[config.mk]
export PLATFORM = sky130hd
export DESIGN_NAME = cartridge_bank_mapper_scanline_irq_core
export DESIGN_NICKNAME = d
export VERILOG_FILES = /design/src/hdl/cbm_pkg.sv /design/src/hdl/cbm_core.sv /design/src/hdl/cartridge_bank_mapper_scanline_irq_core.sv
export SDC_FILE = /design/constraint.sdc
export NUM_CORES = 1
export LEC_CHECK = 0
export BUFFER_PORTS_ARGS = -buffer_cell sky130_fd_sc_hd__buf_2
export CAP_MARGIN = 20
export CELL_PAD_IN_SITES_DETAIL_PLACEMENT = 1
export CELL_PAD_IN_SITES_GLOBAL_PLACEMENT = 2
export CORE_MARGIN = 2
export CORE_UTILIZATION = 30
export CTS_CLUSTER_DIAMETER = 60
export DETAILED_ROUTE_END_ITERATION = 6
export PLACE_DENSITY_LB_ADDON = 0.1
export SYNTH_ARGS = -nofsm -noshare
export SYNTH_HDL_FRONTEND = slang
export SYNTH_SLANG_ARGS = --single-unit
[constraint.sdc]
create_clock -name aclk -period 3.12 [get_ports aclk]
set_input_delay 0.156 -clock aclk [delete_from_list [all_inputs] [get_ports aclk]]
set_output_delay 0.156 -clock aclk [all_outputs]
set_load 0.01 [all_outputs]
[src/hdl/cbm_pkg.sv]
// Package for the cartridge bank mapper: request and result types, decode
// constants and reset values. No dependencies.
`default_nettype none

package cbm_pkg;

    localparam int AddrW     = 16;
    localparam int DataW     = 8;
    localparam int MappedW   = 21;
    localparam int BankW     = 8;
    localparam int CfgIdxW   = 2;
    localparam int PrgSlots  = 3;
    localparam int ChrSlots  = 8;

    // Request kinds
    typedef enum logic [1:0] {
        REQ_WRITE = 2'd0,
        REQ_TICK  = 2'd1,
        REQ_PRG   = 2'd2,
        REQ_CHR   = 2'd3
    } req_kind_t;

    // Configuration register indexes
    localparam logic [CfgIdxW-1:0] CFG_PRG_MASK = 2'd0;
    localparam logic [CfgIdxW-1:0] CFG_CHR_MASK = 2'd1;

    // Write decode keys, taken on address AND DecodeMask
    localparam logic [AddrW-1:0] DecodeMask   = 16'hF007;
    localparam logic [AddrW-1:0] W_PRG0       = 16'h8000;
    localparam logic [AddrW-1:0] W_MIRROR     = 16'h9001;
    localparam logic [AddrW-1:0] W_IRQ_COUNT  = 16'h9005;
    localparam logic [AddrW-1:0] W_IRQ_ARM    = 16'h9006;
    localparam logic [AddrW-1:0] W_PRG1       = 16'hA000;
    localparam logic [AddrW-1:0] W_CHR_BASE   = 16'hB000;
    localparam logic [AddrW-1:0] W_PRG2       = 16'hC000;

    localparam logic [BankW-1:0] PrgFixedBank = 8'hFF;
    localparam logic [BankW-1:0] PrgReset0    = 8'h00;
    localparam logic [BankW-1:0] PrgReset1    = 8'h01;
    localparam logic [BankW-1:0] PrgReset2    = 8'hFE;
    localparam logic [BankW-1:0] MaskReset    = 8'hFF;

    typedef struct packed {
        req_kind_t              kind;
        logic [AddrW-1:0]       addr;
        logic [DataW-1:0]       data;
    } req_t;

    typedef struct packed {
        logic [MappedW-1:0]     mapped_address;
        logic                   address_hit;
        logic                   irq_request;
        logic                   mirror_vertical;
    } res_t;

endpackage

`default_nettype wire

[src/hdl/cbm_core.sv]
// Mapper state and request decode: bank registers, mirroring, scanline
// interrupt counter and address translation. Uses cbm_pkg.
`default_nettype none

module cbm_core
    import cbm_pkg::*;
(
    input  wire logic               aclk,
    input  wire logic               aresetn,
    input  wire logic               req_fire,
    input  wire req_t               req,
    input  wire logic [BankW-1:0]   prg_mask,
    input  wire logic [BankW-1:0]   chr_mask,
    output res_t                    res
);

    logic [BankW-1:0] prg_bank_reg [PrgSlots];
    logic [BankW-1:0] prg_bank_next [PrgSlots];
    logic [BankW-1:0] chr_bank_reg [ChrSlots];
    logic [BankW-1:0] chr_bank_next [ChrSlots];
    logic             mirror_reg, mirror_next;
    logic [7:0]       irq_count_reg, irq_count_next;
    logic             irq_armed_reg, irq_armed_next;

    logic [AddrW-1:0] key;
    logic [1:0]       prg_slot;
    logic [BankW-1:0] prg_bank;
    logic [BankW-1:0] chr_bank;

    assign key      = req.addr & DecodeMask;
    assign prg_slot = req.addr[14:13];

    // Decode the request: state update and result
    always_comb begin
        prg_bank_next  = prg_bank_reg;
        chr_bank_next  = chr_bank_reg;
        mirror_next    = mirror_reg;
        irq_count_next = irq_count_reg;
        irq_armed_next = irq_armed_reg;
        res            = '0;
        prg_bank       = (prg_slot == 2'd3) ? PrgFixedBank : prg_bank_reg[prg_slot];
        prg_bank       = prg_bank & prg_mask;
        chr_bank       = chr_bank_reg[req.addr[12:10]] & chr_mask;

        case (req.kind)
            REQ_WRITE: begin
                if (req.addr[15]) begin
                    if (key == W_PRG0) prg_bank_next[0] = req.data;
                    if (key == W_PRG1) prg_bank_next[1] = req.data;
                    if (key == W_PRG2) prg_bank_next[2] = req.data;
                    if (key == W_MIRROR) mirror_next = req.data[7];
                    if (key == W_IRQ_COUNT) irq_count_next = {req.data[6:0], 1'b0};
                    if (key == W_IRQ_ARM) irq_armed_next = (irq_count_reg != 8'd0);
                    if ((key & ~16'h0007) == W_CHR_BASE) begin
                        chr_bank_next[req.addr[2:0]] = req.data;
                    end
                end
            end
            REQ_TICK: begin
                if (irq_armed_reg) begin
                    if (irq_count_reg == 8'd0) begin
                        irq_armed_next  = 1'b0;
                        res.irq_request = 1'b1;
                    end else begin
                        irq_count_next = irq_count_reg - 8'd1;
                    end
                end
            end
            REQ_PRG: begin
                if (req.addr[15]) begin
                    res.address_hit    = 1'b1;
                    res.mapped_address = {prg_bank, req.addr[12:0]};
                end
            end
            REQ_CHR: begin
                if (req.addr[15:13] == 3'd0) begin
                    res.address_hit    = 1'b1;
                    res.mapped_address = MappedW'({chr_bank, req.addr[9:0]});
                end
            end
            default: begin
            end
        endcase

        res.mirror_vertical = mirror_next;
    end

    // Commit state when the request moves to the result register
    always_ff @(posedge aclk) begin
        if (!aresetn) begin
            prg_bank_reg[0] <= PrgReset0;
            prg_bank_reg[1] <= PrgReset1;
            prg_bank_reg[2] <= PrgReset2;
            for (int i = 0; i < ChrSlots; i++) begin
                chr_bank_reg[i] <= BankW'(i);
            end
            mirror_reg    <= 1'b0;
            irq_count_reg <= 8'd0;
            irq_armed_reg <= 1'b0;
        end else if (req_fire) begin
            prg_bank_reg  <= prg_bank_next;
            chr_bank_reg  <= chr_bank_next;
            mirror_reg    <= mirror_next;
            irq_count_reg <= irq_count_next;
            irq_armed_reg <= irq_armed_next;
        end
    end

endmodule

`default_nettype wire

[src/hdl/cartridge_bank_mapper_scanline_irq_core.sv]
// Result path: the accepted request is held in the input register, then moved to
// the result register once that is free. Throughput: one request per cycle while
// the result is not stalled; a request is still taken while one result waits, set
// by the two-entry register path.
// Reset: synchronous, active low; clears both valid flags, bank registers to
// 0,1,0xFE and entry i = i, mirroring, counter and arming to 0, masks to 0xFF.
// Top level of the cartridge bank mapper; uses cbm_pkg and cbm_core.
`default_nettype none

module cartridge_bank_mapper_scanline_irq_core
    import cbm_pkg::*;
(
    input  wire logic                 aclk,
    input  wire logic                 aresetn,
    input  wire logic                 s_valid,
    output logic                      s_ready,
    input  wire logic [1:0]           s_req_type,
    input  wire logic [AddrW-1:0]     s_bus_address,
    input  wire logic [DataW-1:0]     s_write_data,
    output logic                      m_valid,
    input  wire logic                 m_ready,
    output logic [MappedW-1:0]        m_mapped_address,
    output logic                      m_address_hit,
    output logic                      m_irq_request,
    output logic                      m_mirror_vertical,
    input  wire logic                 cfg_valid,
    output logic                      cfg_ready,
    input  wire logic [CfgIdxW-1:0]   cfg_index,
    input  wire logic [BankW-1:0]     cfg_data
);

    logic             in_valid_reg;
    req_t             in_req_reg;
    logic             out_valid_reg;
    res_t             out_res_reg;
    res_t             core_res;
    logic             advance;
    logic [BankW-1:0] prg_mask_reg;
    logic [BankW-1:0] chr_mask_reg;

    // Move the held request on when the result register is free
    assign advance   = in_valid_reg && (!out_valid_reg || m_ready);
    assign s_ready   = !in_valid_reg || advance;
    assign cfg_ready = 1'b1;

    // Hold the accepted request
    always_ff @(posedge aclk) begin
        if (!aresetn) begin
            in_valid_reg <= 1'b0;
        end else if (s_ready) begin
            in_valid_reg <= s_valid;
        end
    end

    always_ff @(posedge aclk) begin
        if (s_valid && s_ready) begin
            in_req_reg.kind <= req_kind_t'(s_req_type);
            in_req_reg.addr <= s_bus_address;
            in_req_reg.data <= s_write_data;
        end
    end

    // Configuration registers
    always_ff @(posedge aclk) begin
        if (!aresetn) begin
            prg_mask_reg <= MaskReset;
            chr_mask_reg <= MaskReset;
        end else if (cfg_valid) begin
            if (cfg_index == CFG_PRG_MASK) prg_mask_reg <= cfg_data;
            if (cfg_index == CFG_CHR_MASK) chr_mask_reg <= cfg_data;
        end
    end

    cbm_core u_core (
        .aclk     (aclk),
        .aresetn  (aresetn),
        .req_fire (advance),
        .req      (in_req_reg),
        .prg_mask (prg_mask_reg),
        .chr_mask (chr_mask_reg),
        .res      (core_res)
    );

    // Result register
    always_ff @(posedge aclk) begin
        if (!aresetn) begin
            out_valid_reg <= 1'b0;
        end else if (advance) begin
            out_valid_reg <= 1'b1;
        end else if (m_ready) begin
            out_valid_reg <= 1'b0;
        end
    end

    always_ff @(posedge aclk) begin
        if (advance) begin
            out_res_reg <= core_res;
        end
    end

    assign m_valid           = out_valid_reg;
    assign m_mapped_address  = out_res_reg.mapped_address;
    assign m_address_hit     = out_res_reg.address_hit;
    assign m_irq_request     = out_res_reg.irq_request;
    assign m_mirror_vertical = out_res_reg.mirror_vertical;

endmodule

`default_nettype wire

==> results of run 1 <==
## power by group
part / switching, uW / internal (uW)
clock network: 927 / 1270
logic: 160 / 119
registers: 49.8 / 2280
## area by class of cell
class / instances / area (um2)
multi-input cells: 438 / 2730
clock inverters: 14 / 175
fillers: 2440 / 13600
clock buffers: 18 / 429
flip-flops and latches: 166 / 3820
inverters: 6 / 22.5
repair buffers: 117 / 816
well taps: 280 / 350
## cell families after synthesis
kind of cell,Yosys count,synth area share (%)
compound gates,120,9.96
fa+ha+maj,2,0.370
buf+inv,55,3.24
flops,166,56.5
mux,56,11.5
other cells,1,0.0554
simple gates,259,18.4
## path summary, 6_finish.rpt
kind	cells after the start	from	end	slack, ns
worst max-delay path	5	in_req_reg[8]	u_core.prg_bank_reg[17]	0.43
worst min-delay path	2	aresetn	u_core.chr_bank_reg[26]	0.07
worst max register to register	5	in_req_reg[8]	u_core.prg_bank_reg[17]	0.43
worst min register to register	2	u_core.chr_bank_reg[19]	u_core.chr_bank_reg[19]	0.47
## stage by stage
stage | power [uW] | cells
after CTS | 4870 | 1039
after global placement | 2620 | 972
after floorplan | 2500 | 659
final | 4800 | 1039
after global routing | 4990 | 1039
after detailed placement | 2630 | 972
## metal layers
metal	part of all wire, %	track usage, %	wire (um)	vias to the layer above
met2	48	28.7	9470	67
met4	1.5	5.56	304	0
met1	48	22.6	9440	2584
met5	0	0	0	-
met3	3.1	3.31	619	19
li1	-	-	-	2527
## repair_timing
action,in CTS,in global routing
resized for setup,0,0
hold buffers,35,0
setup buffers,0,0
setup endpoints to repair,0,0
endpoints found under the hold margin,43,0
## cell usage in the layout (no fill, tap or decap), types with 2 or more instances in the layout
| cell | n |
|---|---|
| sky130_fd_sc_hd__o22ai_1 | 13 |
| sky130_fd_sc_hd__nand2_1 | 89 |
| sky130_fd_sc_hd__o211ai_1 | 3 |
| sky130_fd_sc_hd__buf_2 | 65 |
| sky130_fd_sc_hd__mux4_2 | 16 |
| sky130_fd_sc_hd__ha_1 | 2 |
| sky130_fd_sc_hd__a31oi_1 | 2 |
| sky130_fd_sc_hd__clkinv_1 | 2 |
| sky130_fd_sc_hd__or4b_1 | 2 |
| sky130_fd_sc_hd__nor4_1 | 3 |
| sky130_fd_sc_hd__nand4_1 | 3 |
| sky130_fd_sc_hd__a21boi_0 | 3 |
| sky130_fd_sc_hd__nand2b_1 | 7 |
| sky130_fd_sc_hd__clkinvlp_4 | 4 |
| sky130_fd_sc_hd__bufinv_16 | 3 |
| sky130_fd_sc_hd__or3b_2 | 2 |
| sky130_fd_sc_hd__and2_1 | 2 |
| sky130_fd_sc_hd__buf_4 | 16 |
| sky130_fd_sc_hd__dlygate4sd3_1 | 35 |
| sky130_fd_sc_hd__nor2_1 | 35 |
| sky130_fd_sc_hd__inv_6 | 3 |
| sky130_fd_sc_hd__or3_1 | 2 |
| sky130_fd_sc_hd__nand3_1 | 75 |
| sky130_fd_sc_hd__nor3_1 | 11 |
| sky130_fd_sc_hd__inv_1 | 5 |
| sky130_fd_sc_hd__edfxtp_1 | 50 |
| sky130_fd_sc_hd__or4_1 | 2 |
| sky130_fd_sc_hd__mux2_2 | 12 |
| sky130_fd_sc_hd__nand3b_1 | 2 |
| sky130_fd_sc_hd__clkbuf_16 | 17 |
| sky130_fd_sc_hd__mux2i_1 | 28 |
| sky130_fd_sc_hd__dfxtp_1 | 116 |
| sky130_fd_sc_hd__o21ai_0 | 76 |
| sky130_fd_sc_hd__a32o_1 | 3 |
| sky130_fd_sc_hd__a21oi_1 | 12 |
| sky130_fd_sc_hd__nor2b_1 | 16 |
==> run summary, run 1 <==
Standby leakage power: 0.00311 uW. For the minimum setup slack after placement, the log shows 0.427 ns. Sequential cell area fraction in the yosys report: 56.5%. The tree is rooted in a sky130_fd_sc_hd__clkbuf_16.

Dividing the final minimum period by the clock period gives 86.3%. Delay of the slowest cell on the worst path: 0.74 ns. In the synthesized netlist the dominant register cell turns out to be sky130_fd_sc_hd__dfxtp_1. The overall die width is 154 um, and the number of global-route vias before repair is 5432. At the end of the flow the core is filled with cells to 38.0%. The run gives 3.42 ns as the data required time of the worst path.

Synthesis handed over a netlist of 659 instances. Summed over its instances, the top area cell type makes up 34.3% of the synthesized netlist area. By count the netlist is led by sky130_fd_sc_hd__dfxtp_1 (116), sky130_fd_sc_hd__nand2_1 (89), sky130_fd_sc_hd__o21ai_0 (76).

Depth of the CTS H-tree: 4. The minimum clock period is 2.69 ns, and the final antenna diode count is 0. IR analysis of the VDD net gives a maximum drop of 0.257 mV. The area overhead of the layout relative to synthesis works out to 23.3%. The type of the setup path with the least slack is register to register. The placed instance area is 7390 um2. Final-layout setup total negative slack: 0 ns.

The run gives 2 as the buffer levels on the longest clock path. The detailed-routing iteration count for the pre-antenna-repair pass is 4. The die covers 23800 um2. The tools report the overall overflow remaining after global route as 0. For this run, the number of Yosys warnings is 0. In the post-synthesis netlist, the cell with the most instances is sky130_fd_sc_hd__dfxtp_1. The number of antenna violations at the first check in global routing is 0, and the vertical die dimension is 154 um. The final layout contains routed wiring with a total length of 19800 um.

In this run the tightest slew margin relative to its limit is 27.4%. The average vias per placed instance works out to 5.00. Once detailed placement completed, the half-perimeter wirelength came to 13100 um. The clock net in this run drives a total of 166 sinks.

The weighted congestion at the end of routability-driven global placement came out at 0.779. The core region is 22000 um2. Entering global routing, the biggest net connects 86 pins.

The share of synthesized flip-flops with an asynchronous set or reset is 0%. The top-level I/O count is 68, and the average wire length per cell after detail routing is 19.1 um. In this run the cell area of the synthesized design comes to 6770 um2. Mean instance size in the synthesized netlist: 10.3 um2. The initial utilization of the core area, before any placement, comes to 30.8%. The tools report the total of endpoints with negative setup slack in the final report as 0.

The count of standard-cell rows is 54. During placement, the flow inserted port buffers numbering 66. In the final layout, the share of cells above drive strength 1 is 19.5%. Based on the critical path, the design can be clocked at up to 372 MHz.

The sum of buffers and inverters on the critical path is 0, and the routed via count is 5197. The cell type with the largest total area after synthesis was sky130_fd_sc_hd__dfxtp_1. Family with the most delay on the worst path: simple AND/OR/NAND/NOR gates. The reported max-cap violation count was 0; the final number of max-transition violations was 0. The worst setup slack after layout came out at 0.429 ns. Data arrives at the worst endpoint at 2.99 ns. The run gives 51 as the number of library cell types mapped by synthesis. Clock-pin slew was measured on the worst setup and hold paths at 0.06 ns. The highest-delay cell along the critical path is sky130_fd_sc_hd__or4b_1.

For the pin with the worst max-slew slack, the measured transition is 1.09 ns. The path class of the tightest hold or removal check is primary input to register. Global routing consumed, over all layers together, 17.2% of the routing resources.

The logs give 8340 um2 for the final design instance area without fill and 31100 um for the global-route wire length before repair. STA classifies the critical path endpoint as a register. STA classifies the critical path startpoint as a register. Of all nets on the critical path, the largest fanout is 12. In this run the power density over the cells is 576 nW/um2.

Clock tree synthesis inserted a total of 17 buffers. Setup repair after global routing left no endpoint under its margin. Count of flip-flops with a built-in enable after synthesis: 50. The flow ran to the end, and the final reports show no timing, DRC or antenna violations. Final hold slack: 0.0727 ns.

The signal on the critical path passes through or4_1 > or4b_1 > nor3_4 > mux2i_1 > nor2_1. The tools report the total DRC errors in the routed layout as 0. The logs give 0 for the number of nets with antenna violations after detailed routing and 0.43 ns for the clock latency on the worst-skew pair. For this run, the post-layout net count is 789. On the final layout, the worst clock skew is 0.00735 ns. The final-report hold violation count came out at 0. TritonCTS built the clock tree. The register with the most flip-flops in the layout has 64 of them.

When the netlist entered floorplanning its net count stood at 702. Ranked by total cell area, the synthesized netlist is headed by sky130_fd_sc_hd__dfxtp_1 (34%), sky130_fd_sc_hd__edfxtp_1 (22%), sky130_fd_sc_hd__o21ai_0 (5.6%). The synthesized design contains 166 register bits. The tools report the iteration-0 DRC count of the detailed router as 274.
No activity file was read; power rests on OpenSTA's default activity.
==> run 2, diff against run 1 <==
--- a/config.mk
+++ b/config.mk
@@ -9,6 +9,7 @@
 export CAP_MARGIN = 20
 export CELL_PAD_IN_SITES_DETAIL_PLACEMENT = 1
 export CELL_PAD_IN_SITES_GLOBAL_PLACEMENT = 2
+export CORE_ASPECT_RATIO = 0.75
 export CORE_MARGIN = 2
 export CORE_UTILIZATION = 30
 export CTS_CLUSTER_DIAMETER = 60
==> run 2 against run 1 <==
Non-clock buffer count is 3 higher. Count of clock-buffer cells in the layout is 1 lower. Die area about the same. Clock power fell by 8%. Maximum frequency fell by 3.6%. Routed wire length is 0.37% lower. Combinational power is essentially flat. Flip-flop and latch count unchanged. Worst hold slack better by 0.018 ns. Total power fell by 3.4%. Largest power group unchanged.
==> run summary, run 2 (same netlist as run 1, synthesis figures left out) <==
The flow ran to the end, and the final reports show no timing, DRC or antenna violations. The weighted congestion at the end of routability-driven global placement was 0.771 (-1.1%); the portion of total power attributed to sequential cells was 50.2% (+1.8 points). The family with the most delay on the worst path was simple AND/OR/NAND/NOR gates. The clock net sink count is 166 (unchanged), and the number of buffers inserted by hold repair at cts is 35 (unchanged).

The number of antenna violations at the first check in global routing is 0 (unchanged), and the top fanout value on the critical path is 12 (unchanged). Flip-flop count of the largest register, all copies and words added: 64 (unchanged). The average vias per placed instance was 4.93 (-1.4%); the global-route wire length before repair was 31300 um (+0.93%). The logs give 1190 uW (+4.7%) for the net switching power and 3.47 ns (+0.05 ns) for the data required time of the worst path. Total of endpoints with negative setup slack in the final report: 0 (unchanged). The switching power as a share of total power is 25.7% (+2.0 points), and the portion of the clock cycle consumed by the worst path in the final layout is 89.4% (+3.2 points).

The run gives 0 ns (unchanged) as the final-layout setup total negative slack. The clock share of power was 43.8% (-1.9 points). For the share of power burned in combinational logic, the log shows 6.0% (+0.2 points). Depth of the CTS H-tree: 4 (unchanged). Iteration-0 DRC count of the detailed router: 239 (-13%).

The tools report the startpoint class of the critical path as a register. The detailed-routing iteration count for the pre-antenna-repair pass is 4 (unchanged), and the die footprint is 23800 um2 (about the same). The library cell used most frequently in the layout, excluding fill and tap cells, is sky130_fd_sc_hd__dfxtp_1. The vertical die dimension was 134 um (-13%); the number of global-route vias before repair was 5445 (+0.24%). Relative to the synthesized area, the layout overhead comes to 23.0%. The post-CTS setup-driven buffer insertion count was 0 (unchanged). The final antenna diode count was 0 (unchanged). The number of buffer cells added on primary ports is 66 (unchanged), and the overall overflow remaining after global route is 0 (unchanged).

The logs give 68 (unchanged) for the top-level I/O count and 13500 um (+2.6%) for the placed wire-length estimate after detailed placement. The overall die width came out at 177 um (+15%). TritonCTS built the clock tree. The worst max-slew margin expressed relative to the limit is 32.1% (+4.7 points). The minimum clock period came out at 2.79 ns (+0.0992 ns). The run gives 0.334 mV (+30%) as the maximum vdd ir drop. The routed via count is 5207 (+0.19%), and the total wirelength of the detailed-routed design is 19800 um (-0.37%).

Number of nets with antenna violations after detailed routing: 0 (unchanged). Delay of the slowest cell on the worst path: 0.73 ns (about the same). The internal power of the cells is 3450 uW (-5.9%), and the sum of buffers and inverters on the critical path is 0 (unchanged).

The clock edge transition at the registers on the reported setup and hold paths came out at 0.07 ns (about the same). Reported max-cap violation count: 0 (unchanged). The number of nets in the final layout came out at 792 (+0.38%). The tools report the total DRC errors in the routed layout as 0 (unchanged). STA classifies the critical path endpoint as a register. The arrival time reported for the critical path endpoint was 3.14 ns (+0.15 ns).

The worst hold path belongs to the class primary input to register. Type of the setup path with the least slack: register to register. For the highest attainable clock frequency, the log shows 358 MHz (-3.6%). The worst clock skew came out at 0.0128 ns (+0.00542 ns). The number of buffers created by CTS was 17 (unchanged); the initial core utilization was 30.6% (-0.21 points).

The worst-margin pin slew is 1.02 ns (-0.0685 ns). The tools report the placeable core area as 22100 um2 (+0.69%). The largest individual stage delay along the critical path comes from the cell sky130_fd_sc_hd__or4b_1. Setup repair after global routing left no endpoint under its margin. Layout cell share with drive strength beyond 1: 20.1% (+0.58 points).

Leaving out fill and tap cells, the most frequent cells in the layout are sky130_fd_sc_hd__dfxtp_1 (116), sky130_fd_sc_hd__nand2_1 (89), sky130_fd_sc_hd__o21ai_0 (76). The buffer levels on the longest clock path came out at 2 (unchanged). The tools report the final number of max-transition violations as 0 (unchanged).

Register-to-register path setup slack: 0.33 ns (-0.10 ns). The power per unit of standard cell area works out to 557 nW/um2 (-3.2%). The clock latency on the worst-skew pair is 0.44 ns (about the same), and the quantity of gates resized following cts is 0 (unchanged). The tools report the root buffer cell as sky130_fd_sc_hd__clkbuf_16. The total routing usage reported by global routing was 17.7% (+0.43 points).

The standby leakage power came out at 0.00311 uW (about the same). The average wire length per cell after detail routing is 18.7 um (-2.0%). The count of standard-cell rows came out at 47 (-13%). Traced cell by cell, the critical path runs through or4_1 > or4b_1 > nor2_1 > nand2_1 > a21oi_1. The maximum number of pins on one net before global-route repair is 45 (-48%). The final standard cell utilization of the core came out at 37.6% (-0.35 points). The final-report hold violation count was 0 (unchanged).
## run 2: cell types whose count changed in the layout (fill, tap and decap cells not counted), moves of 3 or more
cell / delta
sky130_fd_sc_hd__buf_4: +4
sky130_fd_sc_hd__clkinvlp_4: -3
sky130_fd_sc_hd__inv_6: +6
sky130_fd_sc_hd__bufinv_16: -3
## run 2: layout make-up
class | instances | area [um2]
fill | 2494 | 13800
inverter | 6 | 22.5
multi-input combinational | 438 | 2730
sequential | 166 | 3820
clock buffer | 17 | 425
timing repair buffer | 120 | 826
clock inverter | 15 | 131
tap | 294 | 368
## run 2: worst register-to-register path, stage by stage, from the launching register on
cell,delay (ns)
sky130_fd_sc_hd__edfxtp_1,0.51
sky130_fd_sc_hd__or4_1,0.55
sky130_fd_sc_hd__or4b_1,0.73
sky130_fd_sc_hd__nor2_1,0.63
sky130_fd_sc_hd__nand2_1,0.14
sky130_fd_sc_hd__a21oi_1,0.15
## run 2: path summary, 6_finish.rpt
check | start | cells past startpoint | endpoint
min | cfg_index[1] | 4 | prg_mask_reg[2]
min reg2reg | u_core.chr_bank_reg[25] | 2 | u_core.chr_bank_reg[25]
max reg2reg | in_req_reg[8] | 5 | u_core.prg_bank_reg[12]
max | in_req_reg[8] | 5 | u_core.prg_bank_reg[12]
## run 2: metal layers
metal / part of all wire [%] / GRT usage [%] / vias to the layer above
met5: 0 / 0 / -
met4: 1.2 / 5.46 / 0
met3: 3.0 / 3.32 / 18
met2: 45 / 27.2 / 66
met1: 51 / 25.2 / 2573
li1: - / - / 2550
## run 2: power by group through the flow
stage | Combinational [uW] | Sequential (uW) | Clock (uW)
floorplan | 145 | 2350 | 0
global placement | 245 | 2370 | 0
detailed placement | 248 | 2380 | 0
CTS | 284 | 2330 | 2090
global route | 309 | 2330 | 2180
finish | 278 | 2330 | 2030
## run 2: through the flow
step	cell area (um2)	cells	hold slack, ns	power [uW]	setup WS, ns
CTS	8320	1056	0.0645	4700	0.327
floorplan	6770	659	0.255	2500	0.805
global route	8320	1056	0.116	4830	0.163
global placement	7410	988	0.334	2620	0.493
finish	8320	1056	0.0907	4640	0.330
detailed placement	7410	989	0.335	2630	0.337
==> run 3, diff against run 2 <==
--- a/config.mk
+++ b/config.mk
@@ -11,7 +11,7 @@
 export CELL_PAD_IN_SITES_GLOBAL_PLACEMENT = 2
 export CORE_ASPECT_RATIO = 0.75
 export CORE_MARGIN = 2
-export CORE_UTILIZATION = 30
+export CORE_UTILIZATION = 38
 export CTS_CLUSTER_DIAMETER = 60
 export DETAILED_ROUTE_END_ITERATION = 6
 export PLACE_DENSITY_LB_ADDON = 0.1
==> run 3 against run 2 <==
Sequential share of layout area fell by 0.19 points. Non-clock buffer count decreased by 2. Via count fell by 0.90%. Utilization increased by 10 points. Sequential power barely moved. Critical path depth stayed put. Flip-flop and latch count unchanged. Final cell count shrank 5.1%. Combinational power shrank 1%. Maximum frequency increased by 2.0%. Clock power is 17% higher. Largest power group is now the clock network.
==> run summary, run 3 (same netlist as run 1, synthesis figures left out) <==
The area growth from synthesis to layout is 23.5%. The logs give 21.3% (+3.6 points) for the total routing usage reported by global routing and 0.00315 uW (+1.4%) for the standby leakage power. The run gives 3.42 ns (-0.05 ns) as the data required time of the worst path.

The number of nets in the final layout was 790 (-0.25%). Setup repair after global routing left no endpoint under its margin. The clock share of power was 47.7% (+3.9 points); the worst clock skew was 0.00987 ns (-0.00290 ns). Class of the most critical hold timing path: primary input to register. Die footprint: 18900 um2 (-21%).

The logs give 366 MHz (+2.0%) for the highest attainable clock frequency and 68 (unchanged) for the top-level I/O count. The clock edge transition at the registers on the reported setup and hold paths came out at 0.06 ns (about the same). The tools report the buffer levels on the longest clock path as 2 (unchanged). The minimum clock period is 2.74 ns (-0.0554 ns), and the top fanout value on the critical path is 12 (unchanged).

The average wire length per cell after detail routing was 18.9 um (+0.97%); the worst-margin pin slew was 1.06 ns (+0.0392 ns). For the count of standard-cell rows, the log shows 42 (-11%). The final-layout setup total negative slack came out at 0 ns (unchanged). Maximum number of pins on one net before global-route repair: 54 (+20%). The run gives 0 (unchanged) as the final number of max-transition violations.

The worst setup path is captured at a register. For the number of antenna violations at the first check in global routing, the log shows 0 (unchanged). The total DRC errors in the routed layout is 0 (unchanged).

The number of global-route vias before repair was 5403 (-0.77%). The run gives 0.317 mV (-5.2%) as the maximum vdd ir drop. The overall die width was 158 um (-11%); the average vias per placed instance was 5.15 (+4.4%). The logs give 4980 uW (+7.4%) for the power consumption and 286 (+20%) for the iteration-0 DRC count of the detailed router. The tools report the internal power of the cells as 3890 uW (+13%). The flow ran to the end, and the final reports show no timing, DRC or antenna violations. The clock latency on the worst-skew pair was 0.44 ns (about the same); the number of buffers inserted by hold repair at cts was 35 (unchanged). The run gives 46.8% (-3.4 points) as the portion of total power attributed to sequential cells.

In the layout the commonest cells are sky130_fd_sc_hd__dfxtp_1 (116), sky130_fd_sc_hd__nand2_1 (89), sky130_fd_sc_hd__o21ai_0 (76). The run gives 17600 um2 (-21%) as the placeable core area. TritonCTS built the clock tree. The final-report hold violation count is 0 (unchanged).

The flip-flop count of the largest register, all copies and words added came out at 64 (unchanged). The most frequent standard cell in the layout excluding fill and tap cells was sky130_fd_sc_hd__dfxtp_1. For the final design instance area without fill, the log shows 8360 um2 (+0.41%). The setup path with the least slack is of type register to register. The number of nets with antenna violations after detailed routing was 0 (unchanged). The quantity of gates resized following cts is 0 (unchanged). The vertical die dimension is 120 um (-11%), and the clock net sink count is 166 (unchanged).

The logs give 18900 um (-4.2%) for the total wirelength of the detailed-routed design and 29.3% (-2.8 points) for the worst max-slew margin expressed relative to the limit. Weighted congestion at the end of routability-driven global placement: 0.763 (-1.0%). For the placed wire-length estimate after detailed placement, the log shows 12600 um (-6.8%). The depth of the CTS H-tree came out at 4 (unchanged). The portion of the clock cycle consumed by the worst path in the final layout was 87.7% (-1.8 points); the post-CTS setup-driven buffer insertion count was 0 (unchanged). The logs give 0 (unchanged) for the overall overflow remaining after global route and 17 (unchanged) for the number of buffers created by CTS. The tools report the final antenna diode count as 0 (unchanged).

The initial core utilization was 38.6% (+8.0 points); the fill cell instance count of the final layout was 1980 (-21%). Startpoint class of the critical path: a register. The reported max-cap violation count is 0 (unchanged). The tools report the net switching power as 1090 uW (-8.6%). The share of power burned in combinational logic is 5.5% (-0.5 points). The routed via count came out at 5160 (-0.90%). The number of buffer cells added on primary ports is 66 (unchanged), and the global-route wire length before repair is 29800 um (-4.9%).

The arrival time reported for the critical path endpoint is 3.03 ns (-0.11 ns), and the layout cell share with drive strength beyond 1 is 19.3% (-0.74 points). The switching power as a share of total power came out at 21.8% (-3.8 points). The root buffer cell chosen for the clock tree is sky130_fd_sc_hd__clkbuf_16. The logs give 0 (unchanged) for the total of endpoints with negative setup slack in the final report and 4 (unchanged) for the detailed-routing iteration count for the pre-antenna-repair pass.

The power per unit of standard cell area was 596 nW/um2 (+6.9%); the placed instance area was 7340 um2 (-1.0%).
run 3: cell count changes in the layout (fill, tap and decap cells not counted), sizes merged:
cell	previous run	this run
inv	16	5
bufinv	0	6
clkinv	3	9
buf	85	83
clkinvlp	2	0
clkbuf	17	18
run 3: area by class of cell:
class                           count  area (um2)  area share [%]
Timing Repair Buffer              118         821            9.82
Multi-Input combinational cell    438        2730            32.6
Clock buffer                       18         429            5.14
Sequential cell                   166        3820            45.8
Clock inverter                     14         231            2.77
Inverter                            6        22.5           0.270
Tap cell                          242         303            3.62
run 3: final timing paths:
path                              to                     from  depth (start not counted)  slack (ns)
min reg2reg  u_core.chr_bank_reg[27]  u_core.chr_bank_reg[27]                          2        0.47
max          u_core.prg_bank_reg[17]            in_req_reg[8]                          5        0.38
max reg2reg  u_core.prg_bank_reg[17]            in_req_reg[8]                          5        0.38
min                          m_valid                  m_ready                          4        0.11
run 3: per-stage QoR:
stage	hold WS, ns	worst slack [ns]	cells	utilization, %
after floorplan	0.255	0.805	659	-
final	0.111	0.385	1002	47.6
after detailed placement	0.335	0.404	934	41.8
after CTS	0.0853	0.396	1001	47.6
after global placement	0.334	0.507	934	41.8
after global routing	0.136	0.212	1002	47.6
run 3: metal layers:
metal | share of wire (%) | vias to the layer above | GRT usage (%)
li1 | - | 2534 | -
met1 | 50 | 2542 | 29.0
met2 | 46 | 64 | 34.0
met3 | 2.6 | 20 | 5.16
met4 | 1.4 | 0 | 5.69
met5 | 0 | - | 0
run 3: critical path, cell delays in order, from the launching register on:
cell and delay [ns]:
sky130_fd_sc_hd__edfxtp_1 0.50, sky130_fd_sc_hd__or4_1 0.54, sky130_fd_sc_hd__or4b_1 0.72, sky130_fd_sc_hd__nor3_4 0.52, sky130_fd_sc_hd__mux2i_1 0.27, sky130_fd_sc_hd__nor2_1 0.06
run 3: power by group through the flow:
stage               sequential [uW]  combinational (uW)  clock, uW
floorplan                      2350                 145          0
global placement               2370                 236          0
detailed placement             2380                 240          0
CTS                            2330                 275       2420
global route                   2340                 302       2510
finish                         2330                 274       2380
